<file path="config.mk">
export PLATFORM = sky130hd
export DESIGN_NAME = xorshift_selection_sampler_flat
export DESIGN_NICKNAME = d
export VERILOG_FILES = /design/src/sv/xss_pkg.sv /design/src/sv/xss_if.sv /design/src/sv/xss_front.sv /design/src/sv/xss_div.sv /design/src/sv/xss_back.sv /design/src/sv/xorshift_selection_sampler.sv /design/src/flat_wrapper.sv
export SDC_FILE = /design/constraint.sdc
export NUM_CORES = 2
export LEC_CHECK = 0
export ABC_AREA = 1
export BUFFER_PORTS_ARGS = -buffer_cell sky130_fd_sc_hd__buf_2
export CELL_PAD_IN_SITES_DETAIL_PLACEMENT = 0
export CELL_PAD_IN_SITES_GLOBAL_PLACEMENT = 1
export CORE_ASPECT_RATIO = 0.6
export CORE_MARGIN = 8
export CORE_UTILIZATION = 56
export DETAILED_ROUTE_END_ITERATION = 16
export GPL_TIMING_DRIVEN = 0
export HOLD_SLACK_MARGIN = 0.03
export PLACE_DENSITY_LB_ADDON = 0.1
export RECOVER_POWER = 50
export SYNTH_ARGS = -nofsm -noshare
export SYNTH_HDL_FRONTEND = slang
export SYNTH_SLANG_ARGS = --single-unit
export TNS_END_PERCENT = 50
</file>
<file path="constraint.sdc">
create_clock -name clk -period 23.1 [get_ports clk]
set_clock_uncertainty 0.1 [all_clocks]
set_input_delay 0 -clock clk [delete_from_list [all_inputs] [get_ports clk]]
set_output_delay 0 -clock clk [all_outputs]
set_load 0.05 [all_outputs]
</file>
<file path="src/sv/xss_pkg.sv">
`timescale 1ns / 1ps
package xss_pkg;

  localparam int CFG_W    = 17;
  localparam int CFG_IDX_W = 8;

  localparam logic [CFG_IDX_W-1:0] CFG_SAMPLE_SIZE     = 8'd0;
  localparam logic [CFG_IDX_W-1:0] CFG_POPULATION_SIZE = 8'd1;

  localparam logic [63:0] GEN_MULT = 64'h9e3779b97f4a7c13;
  localparam int SHIFT_A = 31;
  localparam int SHIFT_B = 11;
  localparam int SHIFT_C = 30;

  localparam logic REQ_SEED = 1'b0;
  localparam logic REQ_ITEM = 1'b1;

  // One queued request: a seed write or a population item.
  typedef struct packed {
    logic        is_item;
    logic [3:0]  seed_index;
    logic [63:0] seed_word;
    logic [31:0] item_value;
  } entry_t;

endpackage

</file>
<file path="src/sv/xss_if.sv">
`timescale 1ns / 1ps
interface xss_in_if;
  logic        valid;
  logic        ready;
  logic        req_type;
  logic [3:0]  seed_index;
  logic [63:0] seed_word;
  logic [31:0] item_value;
  modport source (output valid, req_type, seed_index, seed_word, item_value, input ready);
  modport sink   (input valid, req_type, seed_index, seed_word, item_value, output ready);
endinterface

interface xss_out_if;
  logic        valid;
  logic        ready;
  logic [31:0] sample_value;
  logic [15:0] sample_position;
  logic        sample_complete;
  modport source (output valid, sample_value, sample_position, sample_complete, input ready);
  modport sink   (input valid, sample_value, sample_position, sample_complete, output ready);
endinterface

interface xss_cfg_if;
  logic        valid;
  logic        ready;
  logic [7:0]  index;
  logic [16:0] data;
  modport source (output valid, index, data, input ready);
  modport sink   (input valid, index, data, output ready);
endinterface

</file>
<file path="src/sv/xss_front.sv">
`timescale 1ns / 1ps
module xss_front import xss_pkg::*; (
  input  logic        clk,
  input  logic        rst_n,
  input  logic        in_valid,
  output logic        in_ready,
  input  logic        in_req_type,
  input  logic [3:0]  in_seed_index,
  input  logic [63:0] in_seed_word,
  input  logic [31:0] in_item_value,
  output logic        head_valid,
  output entry_t      head,
  input  logic        head_pop
);

  entry_t     q_r [2];
  logic       wr_ptr_r, wr_ptr_nxt;
  logic       rd_ptr_r, rd_ptr_nxt;
  logic [1:0] count_r, count_nxt;
  logic       push;
  entry_t     ent;

  always_comb begin
    ent.is_item    = (in_req_type == REQ_ITEM);
    ent.seed_index = in_seed_index;
    ent.seed_word  = in_seed_word;
    ent.item_value = in_item_value;
  end

  assign in_ready   = (count_r != 2'd2);
  assign push       = in_valid && in_ready;
  assign head_valid = (count_r != 2'd0);
  assign head       = q_r[rd_ptr_r];

  always_comb begin
    wr_ptr_nxt = push ? ~wr_ptr_r : wr_ptr_r;
    rd_ptr_nxt = head_pop ? ~rd_ptr_r : rd_ptr_r;
    count_nxt  = count_r + {1'b0, push} - {1'b0, head_pop};
  end

  always_ff @(posedge clk) begin
    if (!rst_n) begin
      wr_ptr_r <= 1'b0;
      rd_ptr_r <= 1'b0;
      count_r  <= 2'd0;
    end else begin
      wr_ptr_r <= wr_ptr_nxt;
      rd_ptr_r <= rd_ptr_nxt;
      count_r  <= count_nxt;
    end
  end

  always_ff @(posedge clk) begin
    if (push) begin
      q_r[wr_ptr_r] <= ent;
    end
  end

  a_no_pop_empty: assert property (@(posedge clk) disable iff (!rst_n)
    head_pop |-> count_r != 2'd0) else $error("queue popped while empty");
  a_count_range: assert property (@(posedge clk) disable iff (!rst_n)
    count_r != 2'd3) else $error("queue count out of range");
  a_count_track: assert property (@(posedge clk) disable iff (!rst_n)
    (push && !head_pop) |=> count_r == $past(count_r) + 2'd1)
    else $error("queue count missed a push");

endmodule

</file>
<file path="src/sv/xss_div.sv">
`timescale 1ns / 1ps
module xss_div #(
  parameter int CW = 17
) (
  input  logic          clk,
  input  logic          rst_n,
  input  logic          start,
  input  logic [63:0]   dividend,
  input  logic [CW-1:0] divisor,
  output logic          done,
  output logic [CW-1:0] rem
);

  logic [63:0]   num_r, num_nxt;
  logic [CW-1:0] den_r, den_nxt;
  logic [CW-1:0] rem_r, rem_nxt;
  logic [5:0]    cnt_r, cnt_nxt;
  logic          busy_r, busy_nxt;
  logic          done_r, done_nxt;
  logic [CW:0]   trial;

  // Restoring division, one quotient bit per cycle; only the remainder is kept.
  assign trial = {rem_r, num_r[63]};

  always_comb begin
    num_r_hold: begin
      num_nxt  = num_r;
      den_nxt  = den_r;
      rem_nxt  = rem_r;
      cnt_nxt  = cnt_r;
      busy_nxt = busy_r;
      done_nxt = 1'b0;
    end
    if (start) begin
      num_nxt  = dividend;
      den_nxt  = divisor;
      rem_nxt  = '0;
      cnt_nxt  = '0;
      busy_nxt = 1'b1;
    end else if (busy_r) begin
      num_nxt = {num_r[62:0], 1'b0};
      if (trial >= {1'b0, den_r}) begin
        rem_nxt = CW'(trial - {1'b0, den_r});
      end else begin
        rem_nxt = trial[CW-1:0];
      end
      cnt_nxt = cnt_r + 6'd1;
      if (cnt_r == 6'd63) begin
        busy_nxt = 1'b0;
        done_nxt = 1'b1;
      end
    end
  end

  always_ff @(posedge clk) begin
    if (!rst_n) begin
      busy_r <= 1'b0;
      done_r <= 1'b0;
      cnt_r  <= '0;
    end else begin
      busy_r <= busy_nxt;
      done_r <= done_nxt;
      cnt_r  <= cnt_nxt;
    end
  end

  always_ff @(posedge clk) begin
    num_r <= num_nxt;
    den_r <= den_nxt;
    rem_r <= rem_nxt;
  end

  assign done = done_r;
  assign rem  = rem_r;

  a_rem_below: assert property (@(posedge clk) disable iff (!rst_n)
    done_r |-> rem_r < den_r) else $error("remainder not below divisor");
  a_no_restart: assert property (@(posedge clk) disable iff (!rst_n)
    busy_r |-> !start) else $error("divider restarted while busy");

endmodule

</file>
<file path="src/sv/xss_back.sv">
`timescale 1ns / 1ps
module xss_back import xss_pkg::*; #(
  parameter int MAX_POPULATION = 65536,
  parameter int CW = 17
) (
  input  logic             clk,
  input  logic             rst_n,
  input  logic [CFG_W-1:0] sample_size,
  input  logic [CFG_W-1:0] population_size,
  input  logic             head_valid,
  input  entry_t           head,
  output logic             head_pop,
  output logic             out_valid,
  input  logic             out_ready,
  output logic [31:0]      out_sample_value,
  output logic [15:0]      out_sample_position,
  output logic             out_sample_complete
);

  typedef enum logic [7:0] {
    S_IDLE   = 8'b00000001,
    S_RDA    = 8'b00000010,
    S_RDB    = 8'b00000100,
    S_MUL0   = 8'b00001000,
    S_MUL1   = 8'b00010000,
    S_MUL2   = 8'b00100000,
    S_DIV    = 8'b01000000,
    S_DECIDE = 8'b10000000
  } state_t;

  localparam logic [31:0] MAX_POP = 32'(MAX_POPULATION);

  state_t        state_r, state_nxt;
  logic [63:0]   words [16];
  logic [15:0]   wvalid_r;
  logic [63:0]   rd_data_r;
  logic          rd_vld_r;
  logic [63:0]   rd_word;
  logic [3:0]    rd_addr;
  logic          we;
  logic [3:0]    wa;
  logic [63:0]   wd;

  logic [3:0]    ptr_r, ptr_nxt;
  logic [CW-1:0] seen_r, seen_nxt;
  logic [CW-1:0] taken_r, taken_nxt;
  logic [CW-1:0] pop_r, pop_nxt;
  logic [CW-1:0] need_r, need_nxt;
  logic [31:0]   item_r, item_nxt;
  logic [63:0]   a_r, a_nxt;
  logic [63:0]   x_r, x_nxt;
  logic [63:0]   p0_r, p0_nxt;
  logic [31:0]   p1_r, p1_nxt;

  logic          ov_r, ov_nxt;
  logic [31:0]   ov_value_r, ov_value_nxt;
  logic [15:0]   ov_pos_r, ov_pos_nxt;
  logic          ov_done_r, ov_done_nxt;

  logic [31:0]   ps32, ss32, pop32, need32;
  logic [CW-1:0] pop_c, need_c, seen_eff, taken_eff, seen_inc;
  logic [63:0]   b1, mixed, prod0, prod1, prod2, u_val;
  logic          div_start, div_done;
  logic [CW-1:0] div_rem, seen_dec;
  logic          selected;

  // Effective population and sample size.
  always_comb begin
    ps32   = {{(32-CFG_W){1'b0}}, population_size};
    ss32   = {{(32-CFG_W){1'b0}}, sample_size};
    pop32  = (ps32 == 32'd0) ? 32'd1 : ((ps32 > MAX_POP) ? MAX_POP : ps32);
    need32 = (ss32 < pop32) ? ss32 : pop32;
    pop_c  = pop32[CW-1:0];
    need_c = need32[CW-1:0];
    // A pass that already ran past a shrunken population restarts first.
    seen_eff  = (seen_r >= pop_c) ? '0 : seen_r;
    taken_eff = (seen_r >= pop_c) ? '0 : taken_r;
    seen_inc  = seen_eff + CW'(1);
    seen_dec  = seen_r + CW'(1);
  end

  assign rd_addr = (state_r == S_RDA) ? ptr_r + 4'd1 : ptr_r;
  assign rd_word = rd_vld_r ? rd_data_r : 64'd0;

  always_comb begin
    b1     = rd_word ^ (rd_word << SHIFT_A);
    mixed  = b1 ^ a_r ^ (b1 >> SHIFT_B) ^ (a_r >> SHIFT_C);
    prod0  = x_r[31:0] * GEN_MULT[31:0];
    prod1  = x_r[31:0] * GEN_MULT[63:32];
    prod2  = x_r[63:32] * GEN_MULT[31:0];
    u_val  = p0_r + {p1_r + prod2[31:0], 32'd0};
  end

  assign selected = (div_rem < (need_r - taken_r));

  always_comb begin
    state_nxt    = state_r;
    ptr_nxt      = ptr_r;
    seen_nxt     = seen_r;
    taken_nxt    = taken_r;
    pop_nxt      = pop_r;
    need_nxt     = need_r;
    item_nxt     = item_r;
    a_nxt        = a_r;
    x_nxt        = x_r;
    p0_nxt       = p0_r;
    p1_nxt       = p1_r;
    ov_nxt       = ov_r && !out_ready;
    ov_value_nxt = ov_value_r;
    ov_pos_nxt   = ov_pos_r;
    ov_done_nxt  = ov_done_r;
    head_pop     = 1'b0;
    we           = 1'b0;
    wa           = head.seed_index;
    wd           = head.seed_word;
    div_start    = 1'b0;
    case (state_r)
      S_IDLE: begin
        if (head_valid) begin
          head_pop = 1'b1;
          if (!head.is_item) begin
            we        = 1'b1;
            ptr_nxt   = 4'd0;
            seen_nxt  = '0;
            taken_nxt = '0;
          end else if (taken_eff < need_c) begin
            seen_nxt  = seen_eff;
            taken_nxt = taken_eff;
            pop_nxt   = pop_c;
            need_nxt  = need_c;
            item_nxt  = head.item_value;
            state_nxt = S_RDA;
          end else if (seen_inc >= pop_c) begin
            seen_nxt  = '0;
            taken_nxt = '0;
          end else begin
            seen_nxt  = seen_inc;
            taken_nxt = taken_eff;
          end
        end
      end
      S_RDA: begin
        a_nxt     = rd_word;
        state_nxt = S_RDB;
      end
      S_RDB: begin
        we        = 1'b1;
        wa        = ptr_r + 4'd1;
        wd        = mixed;
        ptr_nxt   = ptr_r + 4'd1;
        x_nxt     = mixed;
        state_nxt = S_MUL0;
      end
      S_MUL0: begin
        p0_nxt    = prod0;
        state_nxt = S_MUL1;
      end
      S_MUL1: begin
        p1_nxt    = prod1[31:0];
        state_nxt = S_MUL2;
      end
      S_MUL2: begin
        div_start = 1'b1;
        state_nxt = S_DIV;
      end
      S_DIV: begin
        if (div_done) begin
          state_nxt = S_DECIDE;
        end
      end
      S_DECIDE: begin
        if (!ov_r || out_ready) begin
          if (selected) begin
            ov_nxt       = 1'b1;
            ov_value_nxt = item_r;
            ov_pos_nxt   = 16'(taken_r);
            ov_done_nxt  = (taken_r + CW'(1) == need_r);
          end
          if (seen_dec >= pop_r) begin
            seen_nxt  = '0;
            taken_nxt = '0;
          end else begin
            seen_nxt  = seen_dec;
            taken_nxt = selected ? taken_r + CW'(1) : taken_r;
          end
          state_nxt = S_IDLE;
        end
      end
      default: state_nxt = S_IDLE;
    endcase
  end

  xss_div #(.CW(CW)) u_div (
    .clk      (clk),
    .rst_n    (rst_n),
    .start    (div_start),
    .dividend (u_val),
    .divisor  (pop_r - seen_r),
    .done     (div_done),
    .rem      (div_rem)
  );

  always_ff @(posedge clk) begin
    if (we) begin
      words[wa] <= wd;
    end
    rd_data_r <= words[rd_addr];
  end

  always_ff @(posedge clk) begin
    if (!rst_n) begin
      state_r  <= S_IDLE;
      wvalid_r <= '0;
      rd_vld_r <= 1'b0;
      ptr_r    <= 4'd0;
      seen_r   <= '0;
      taken_r  <= '0;
      ov_r     <= 1'b0;
    end else begin
      state_r  <= state_nxt;
      if (we) begin
        wvalid_r[wa] <= 1'b1;
      end
      rd_vld_r <= wvalid_r[rd_addr];
      ptr_r    <= ptr_nxt;
      seen_r   <= seen_nxt;
      taken_r  <= taken_nxt;
      ov_r     <= ov_nxt;
    end
  end

  always_ff @(posedge clk) begin
    pop_r      <= pop_nxt;
    need_r     <= need_nxt;
    item_r     <= item_nxt;
    a_r        <= a_nxt;
    x_r        <= x_nxt;
    p0_r       <= p0_nxt;
    p1_r       <= p1_nxt;
    ov_value_r <= ov_value_nxt;
    ov_pos_r   <= ov_pos_nxt;
    ov_done_r  <= ov_done_nxt;
  end

  assign out_valid           = ov_r;
  assign out_sample_value    = ov_value_r;
  assign out_sample_position = ov_pos_r;
  assign out_sample_complete = ov_done_r;

  a_taken_below_need: assert property (@(posedge clk) disable iff (!rst_n)
    (state_r == S_DECIDE) |-> taken_r < need_r) else $error("draw with sample complete");
  a_seen_below_pop: assert property (@(posedge clk) disable iff (!rst_n)
    (state_r == S_DIV) |-> seen_r < pop_r) else $error("remaining count is zero");
  a_pop_only_idle: assert property (@(posedge clk) disable iff (!rst_n)
    head_pop |-> state_r == S_IDLE) else $error("queue popped while busy");

endmodule

</file>
<file path="src/sv/xorshift_selection_sampler.sv">
`timescale 1ns / 1ps
// Channel   Dir  Payload
// in_ch     in   req_type, seed_index, seed_word, item_value
// out_ch    out  sample_value, sample_position, sample_complete
// cfg_ch    in   index (0 sample_size, 1 population_size), data
//
// A seed write or a dropped item is taken in the back end's idle step; an item
// that draws a number runs read, multiply and the 64-step remainder unit.
// A two-entry queue takes items while the back end works.
// Reset clears the generator words (via valid bits), the counters, the state
// and output valid; a stalled output holds the back end in its decide step.
module xorshift_selection_sampler import xss_pkg::*; #(
  parameter int MAX_POPULATION = 65536
) (
  input logic    clk,
  input logic    rst_n,
  xss_in_if.sink     in_ch,
  xss_out_if.source  out_ch,
  xss_cfg_if.sink    cfg_ch
);

  localparam int CW = $clog2(MAX_POPULATION + 1);

  logic [CFG_W-1:0] sample_size_r;
  logic [CFG_W-1:0] population_size_r;
  logic             head_valid, head_pop;
  entry_t           head;

  assign cfg_ch.ready = 1'b1;

  always_ff @(posedge clk) begin
    if (!rst_n) begin
      sample_size_r     <= '0;
      population_size_r <= 17'd1;
    end else if (cfg_ch.valid) begin
      case (cfg_ch.index)
        CFG_SAMPLE_SIZE:     sample_size_r     <= cfg_ch.data;
        CFG_POPULATION_SIZE: population_size_r <= cfg_ch.data;
        default: ;
      endcase
    end
  end

  xss_front u_front (
    .clk           (clk),
    .rst_n         (rst_n),
    .in_valid      (in_ch.valid),
    .in_ready      (in_ch.ready),
    .in_req_type   (in_ch.req_type),
    .in_seed_index (in_ch.seed_index),
    .in_seed_word  (in_ch.seed_word),
    .in_item_value (in_ch.item_value),
    .head_valid    (head_valid),
    .head          (head),
    .head_pop      (head_pop)
  );

  xss_back #(.MAX_POPULATION(MAX_POPULATION), .CW(CW)) u_back (
    .clk                 (clk),
    .rst_n               (rst_n),
    .sample_size         (sample_size_r),
    .population_size     (population_size_r),
    .head_valid          (head_valid),
    .head                (head),
    .head_pop            (head_pop),
    .out_valid           (out_ch.valid),
    .out_ready           (out_ch.ready),
    .out_sample_value    (out_ch.sample_value),
    .out_sample_position (out_ch.sample_position),
    .out_sample_complete (out_ch.sample_complete)
  );

endmodule

</file>
<file path="src/flat_wrapper.sv">
// flat-port wrapper written by rule: the top's interface ports become plain ports
module xorshift_selection_sampler_flat import xss_pkg::*;
#(
  parameter int MAX_POPULATION = 65536
)
  (clk, rst_n, in_ch_valid, in_ch_req_type, in_ch_seed_index, in_ch_seed_word, in_ch_item_value, in_ch_ready, out_ch_valid, out_ch_sample_value, out_ch_sample_position, out_ch_sample_complete, out_ch_ready, cfg_ch_valid, cfg_ch_index, cfg_ch_data, cfg_ch_ready);
  xss_in_if in_ch_i ();
  xss_out_if out_ch_i ();
  xss_cfg_if cfg_ch_i ();
  input logic clk;
  input logic rst_n;
  input wire logic [$bits(in_ch_i.valid)-1:0] in_ch_valid;
  input wire logic [$bits(in_ch_i.req_type)-1:0] in_ch_req_type;
  input wire logic [$bits(in_ch_i.seed_index)-1:0] in_ch_seed_index;
  input wire logic [$bits(in_ch_i.seed_word)-1:0] in_ch_seed_word;
  input wire logic [$bits(in_ch_i.item_value)-1:0] in_ch_item_value;
  output wire logic [$bits(in_ch_i.ready)-1:0] in_ch_ready;
  output wire logic [$bits(out_ch_i.valid)-1:0] out_ch_valid;
  output wire logic [$bits(out_ch_i.sample_value)-1:0] out_ch_sample_value;
  output wire logic [$bits(out_ch_i.sample_position)-1:0] out_ch_sample_position;
  output wire logic [$bits(out_ch_i.sample_complete)-1:0] out_ch_sample_complete;
  input wire logic [$bits(out_ch_i.ready)-1:0] out_ch_ready;
  input wire logic [$bits(cfg_ch_i.valid)-1:0] cfg_ch_valid;
  input wire logic [$bits(cfg_ch_i.index)-1:0] cfg_ch_index;
  input wire logic [$bits(cfg_ch_i.data)-1:0] cfg_ch_data;
  output wire logic [$bits(cfg_ch_i.ready)-1:0] cfg_ch_ready;
  assign in_ch_i.valid = in_ch_valid;
  assign in_ch_i.req_type = in_ch_req_type;
  assign in_ch_i.seed_index = in_ch_seed_index;
  assign in_ch_i.seed_word = in_ch_seed_word;
  assign in_ch_i.item_value = in_ch_item_value;
  assign in_ch_ready = in_ch_i.ready;
  assign out_ch_valid = out_ch_i.valid;
  assign out_ch_sample_value = out_ch_i.sample_value;
  assign out_ch_sample_position = out_ch_i.sample_position;
  assign out_ch_sample_complete = out_ch_i.sample_complete;
  assign out_ch_i.ready = out_ch_ready;
  assign cfg_ch_i.valid = cfg_ch_valid;
  assign cfg_ch_i.index = cfg_ch_index;
  assign cfg_ch_i.data = cfg_ch_data;
  assign cfg_ch_ready = cfg_ch_i.ready;
  xorshift_selection_sampler #(.MAX_POPULATION(MAX_POPULATION)) u_core (.clk(clk), .rst_n(rst_n), .in_ch(in_ch_i), .out_ch(out_ch_i), .cfg_ch(cfg_ch_i));
endmodule
</file>
==> results.ini <==
[status]
outcome=finished, violations left
failed_checks=max-capacitance violations, max-slew violations

[pwr]
power.net_switching_mw=5.35
p_leak_nw=51.8
power.density_mw_per_mm2=102
pwr-share-comb_pct=43.9
clock_share_of_power_pct=22.2
power.internal_mw=7.42
peakVddDrop_uv=166
p_seq_share_pct=33.9
swShare_pct=41.9

[route]
drtIter0Drc=12614
drtAntennaViolNets=0
remaining_drc_errors=0
wl_mm=405
drt-pass1-iter-count=8
wire_per_inst_um=29.9
dr_total_vias=82797
detail_route.vias_per_cell=6.11

[placed_design]
cell_area_after_placement_mm2=0.118
io_buffers=180
place.detailed.hpwl_mm=321
gp_congestion=1.09
dpl.cell_count=12971

[synthesis]
synth_async_sr_flop_share_pct=0
avgSynthCellArea_um2=11.1
synth_nets=11854
synth_enable_flop_cells=1645
synth_area_mm2=0.111
synth.yosys.seq_area_share_pct=47.9
synth_seq_cells=1837
synth.lib_cells_used.distinct=64
syn_inst=10061
postSynth.topFlopCell=edfxtp_1
yosysWarningCount=0

[hold_path]
timing.hold.worst.class=in2reg

[floorplanning]
rows=126
design.portCount=183
starting_density_pct=56.5
die-height_um=361
core_area_mm2=0.197
floorplan.die_area_mm2=0.214
die-width_um=591

[final_layout]
area_growth_syn_to_layout_pct=11.9
fillers=15898
multiInputGateArea_mm2=0.0512
layout.cells.most_common_list=1,645 x edfxtp_1, 1,488 x inv_1, 1,194 x nand2_1
finish.net_count=12581
seq_area_mm2=0.0532
final_layout_size_suffix_gt1_share_pct=5.47
finalInstanceArea_mm2=0.125
layout.cells.most_common=edfxtp_1
final_cell_count_no_fill=13554

[global_route]
global_route.overflow_total=0
largest_net_degree_at_the_start_of_global_routing=65
track_usage_pct=37.4
first_global_vias=79690
grt_pass1_wl_mm=572
grt_antenna_before_repair=37

[worst_setup_path]
critPathLaunchType=flip-flop
critical_path_class=reg2reg
critical_path.max_fanout=13
timing.critical_path.arrival_ns=10.31
required_worst_endpoint_ns=23.48
endpoint_kind=flip-flop

[clocking]
cts-root-to-sink-buffers=4
clock_tree.htree_level_count=4
clock-sinks=1837
number_of_buffers_inserted_during_clock_tree_synthesis=176
cts-root-buf=clkbuf_16
insertion_delay_ns=0.87
clock_tree_from_tritoncts=done
post-cts-setup-buffers=0
clk_transition_reported_paths_ns=0.07

[job]
maxCapViolations=50

[sta]
rsz0062_at_grt=no
finalHoldWorstSlack_ns=0.174
timing_max_transition_violations_final=926
hold_viol=0
fin_crit_sh_pct=43.0
setup_violations=0
worst_pin_slew_ns=4.30
final.min_clock_period_ns=9.93
slew_headroom_pct=-187
fmax_mhz=101
setup_tns_ns=0

==> power by group through the flow <==
stage	combinational, mW	sequential [mW]	clock, mW
3_3_place_gp	5.24	4.44	0
2_1_floorplan	3.41	4.35	0
3_5_place_dp	5.40	4.38	0
5_1_grt	6.07	4.34	2.95
4_1_cts	5.49	4.31	2.83
6_report	5.61	4.33	2.83
==> critical path: stages (launching register included) <==
cell and delay [ns]:
edfxtp_1 0.90, clkbuf_1 1.02, ha_1 0.92, inv_1 0.31
fa_1 0.58, inv_1 0.12, fa_1 0.46, fa_1 0.55
inv_1 0.05, fa_1 0.39, fa_1 0.52, inv_1 0.06
fa_1 0.51, fa_1 0.42, ha_1 0.34, inv_1 0.14
o21ai_0 0.14, a31oi_1 0.40, o211ai_1 0.18, a21oi_1 0.51
o21ai_0 0.20, xor2_1 0.71
==> synth_stat cells (10+ instances only) <==
| cell | n | area [um2] |
|---|---|---|
| nand4_1 | 43 | 269 |
| nor2_1 | 1042 | 3910 |
| o21bai_1 | 22 | 165 |
| o21ai_0 | 703 | 3520 |
| xnor2_1 | 141 | 1230 |
| ha_1 | 869 | 10900 |
| o221ai_1 | 194 | 1700 |
| o211ai_1 | 90 | 676 |
| a21o_1 | 31 | 233 |
| buf_1 | 15 | 56.3 |
| a21oi_1 | 359 | 1800 |
| buf_4 | 13 | 97.6 |
| o22ai_1 | 72 | 450 |
| fa_1 | 793 | 15900 |
| or2_2 | 10 | 62.6 |
| nor4_1 | 19 | 119 |
| dfxtp_1 | 192 | 3840 |
| nand3_1 | 191 | 956 |
| o21ai_1 | 110 | 551 |
| xor2_1 | 270 | 2360 |
| buf_2 | 91 | 455 |
| nand2_1 | 1191 | 4470 |
| a31oi_1 | 96 | 601 |
| inv_2 | 18 | 67.6 |
| clkbuf_1 | 186 | 698 |
| o31ai_1 | 10 | 75.1 |
| o21a_1 | 11 | 82.6 |
| nor3_1 | 47 | 235 |
| edfxtp_1 | 1645 | 49400 |
| inv_1 | 1484 | 5570 |
==> worst paths after layout <==
check | from | to | slack (ns) | cells past startpoint
worst max-delay path | u_core.u_back.x_r[0] | u_core.u_back.p0_r[34] | 13.17 | 21
worst min-delay path | in_ch_seed_word[34] | u_core.u_front.q_r[0][66] | 0.17 | 2
worst max register to register | u_core.u_back.x_r[0] | u_core.u_back.p0_r[34] | 13.17 | 21
worst min register to register | u_core.u_back.item_r[24] | u_core.u_back.out_sample_value[24] | 0.29 | 0
==> sequential cells by signal, indices dropped and copies added (netlist names), 32 cells and up, named ones only <==
signal	flops
u_core.u_back.a_r	64
u_core.u_back.item_r	32
u_core.u_back.out_sample_value	32
u_core.u_back.p0_r	63
u_core.u_back.p1_r	32
u_core.u_back.rd_data_r	64
u_core.u_back.u_div.num_r	64
u_core.u_back.words	1024
u_core.u_back.x_r	64
u_core.u_front.q_r	202
==> metal layers <==
layer / vias up / global-route usage, % / routed length, um
met1: 40854 / 56.6 / 170000
met4: 18 / 6.85 / 9420
met5: - / 1.86 / 948
met2: 5778 / 46.3 / 147000
met3: 586 / 20.7 / 77700
li1: 35561 / - / -
==> stage by stage <==
step                      worst slack [ns]  power, mW  utilization, %
after floorplan                      12.38       7.76               -
after global placement                6.10       9.68            58.6
after detailed placement             13.87       9.79            59.7
after CTS                            13.76       12.6            63.7
after global routing                 13.13       13.4            63.2
final                                13.17       12.8            63.2
==> cell type report <==
cell class / count / share of cell area (%)
flip-flops and latches: 1837 / 42.7
multi-input cells: 6402 / 41.1
inverters: 1506 / 4.54
clock buffers: 221 / 3.79
repair buffers: 549 / 3.52
well taps: 2624 / 2.64
plain buffers: 316 / 1.12
clock inverters: 87 / 0.534
diodes: 12 / 0.0241
==> kinds of logic after synthesis <==
logic type / share of synthesized area, %
compound gates: 9.12
other cells: 0.00337
buf+inv: 6.33
flops: 47.9
simple gates: 9.39
xor+xnor: 3.24
fa+ha+maj: 24.0
mux: 0.0180
==> repair_timing <==
item	CTS	global route
hold buffers	260	0
hold endpoints to repair	389	0
resized for setup	0	0
Note: power is estimated with default switching activity, not from simulation.
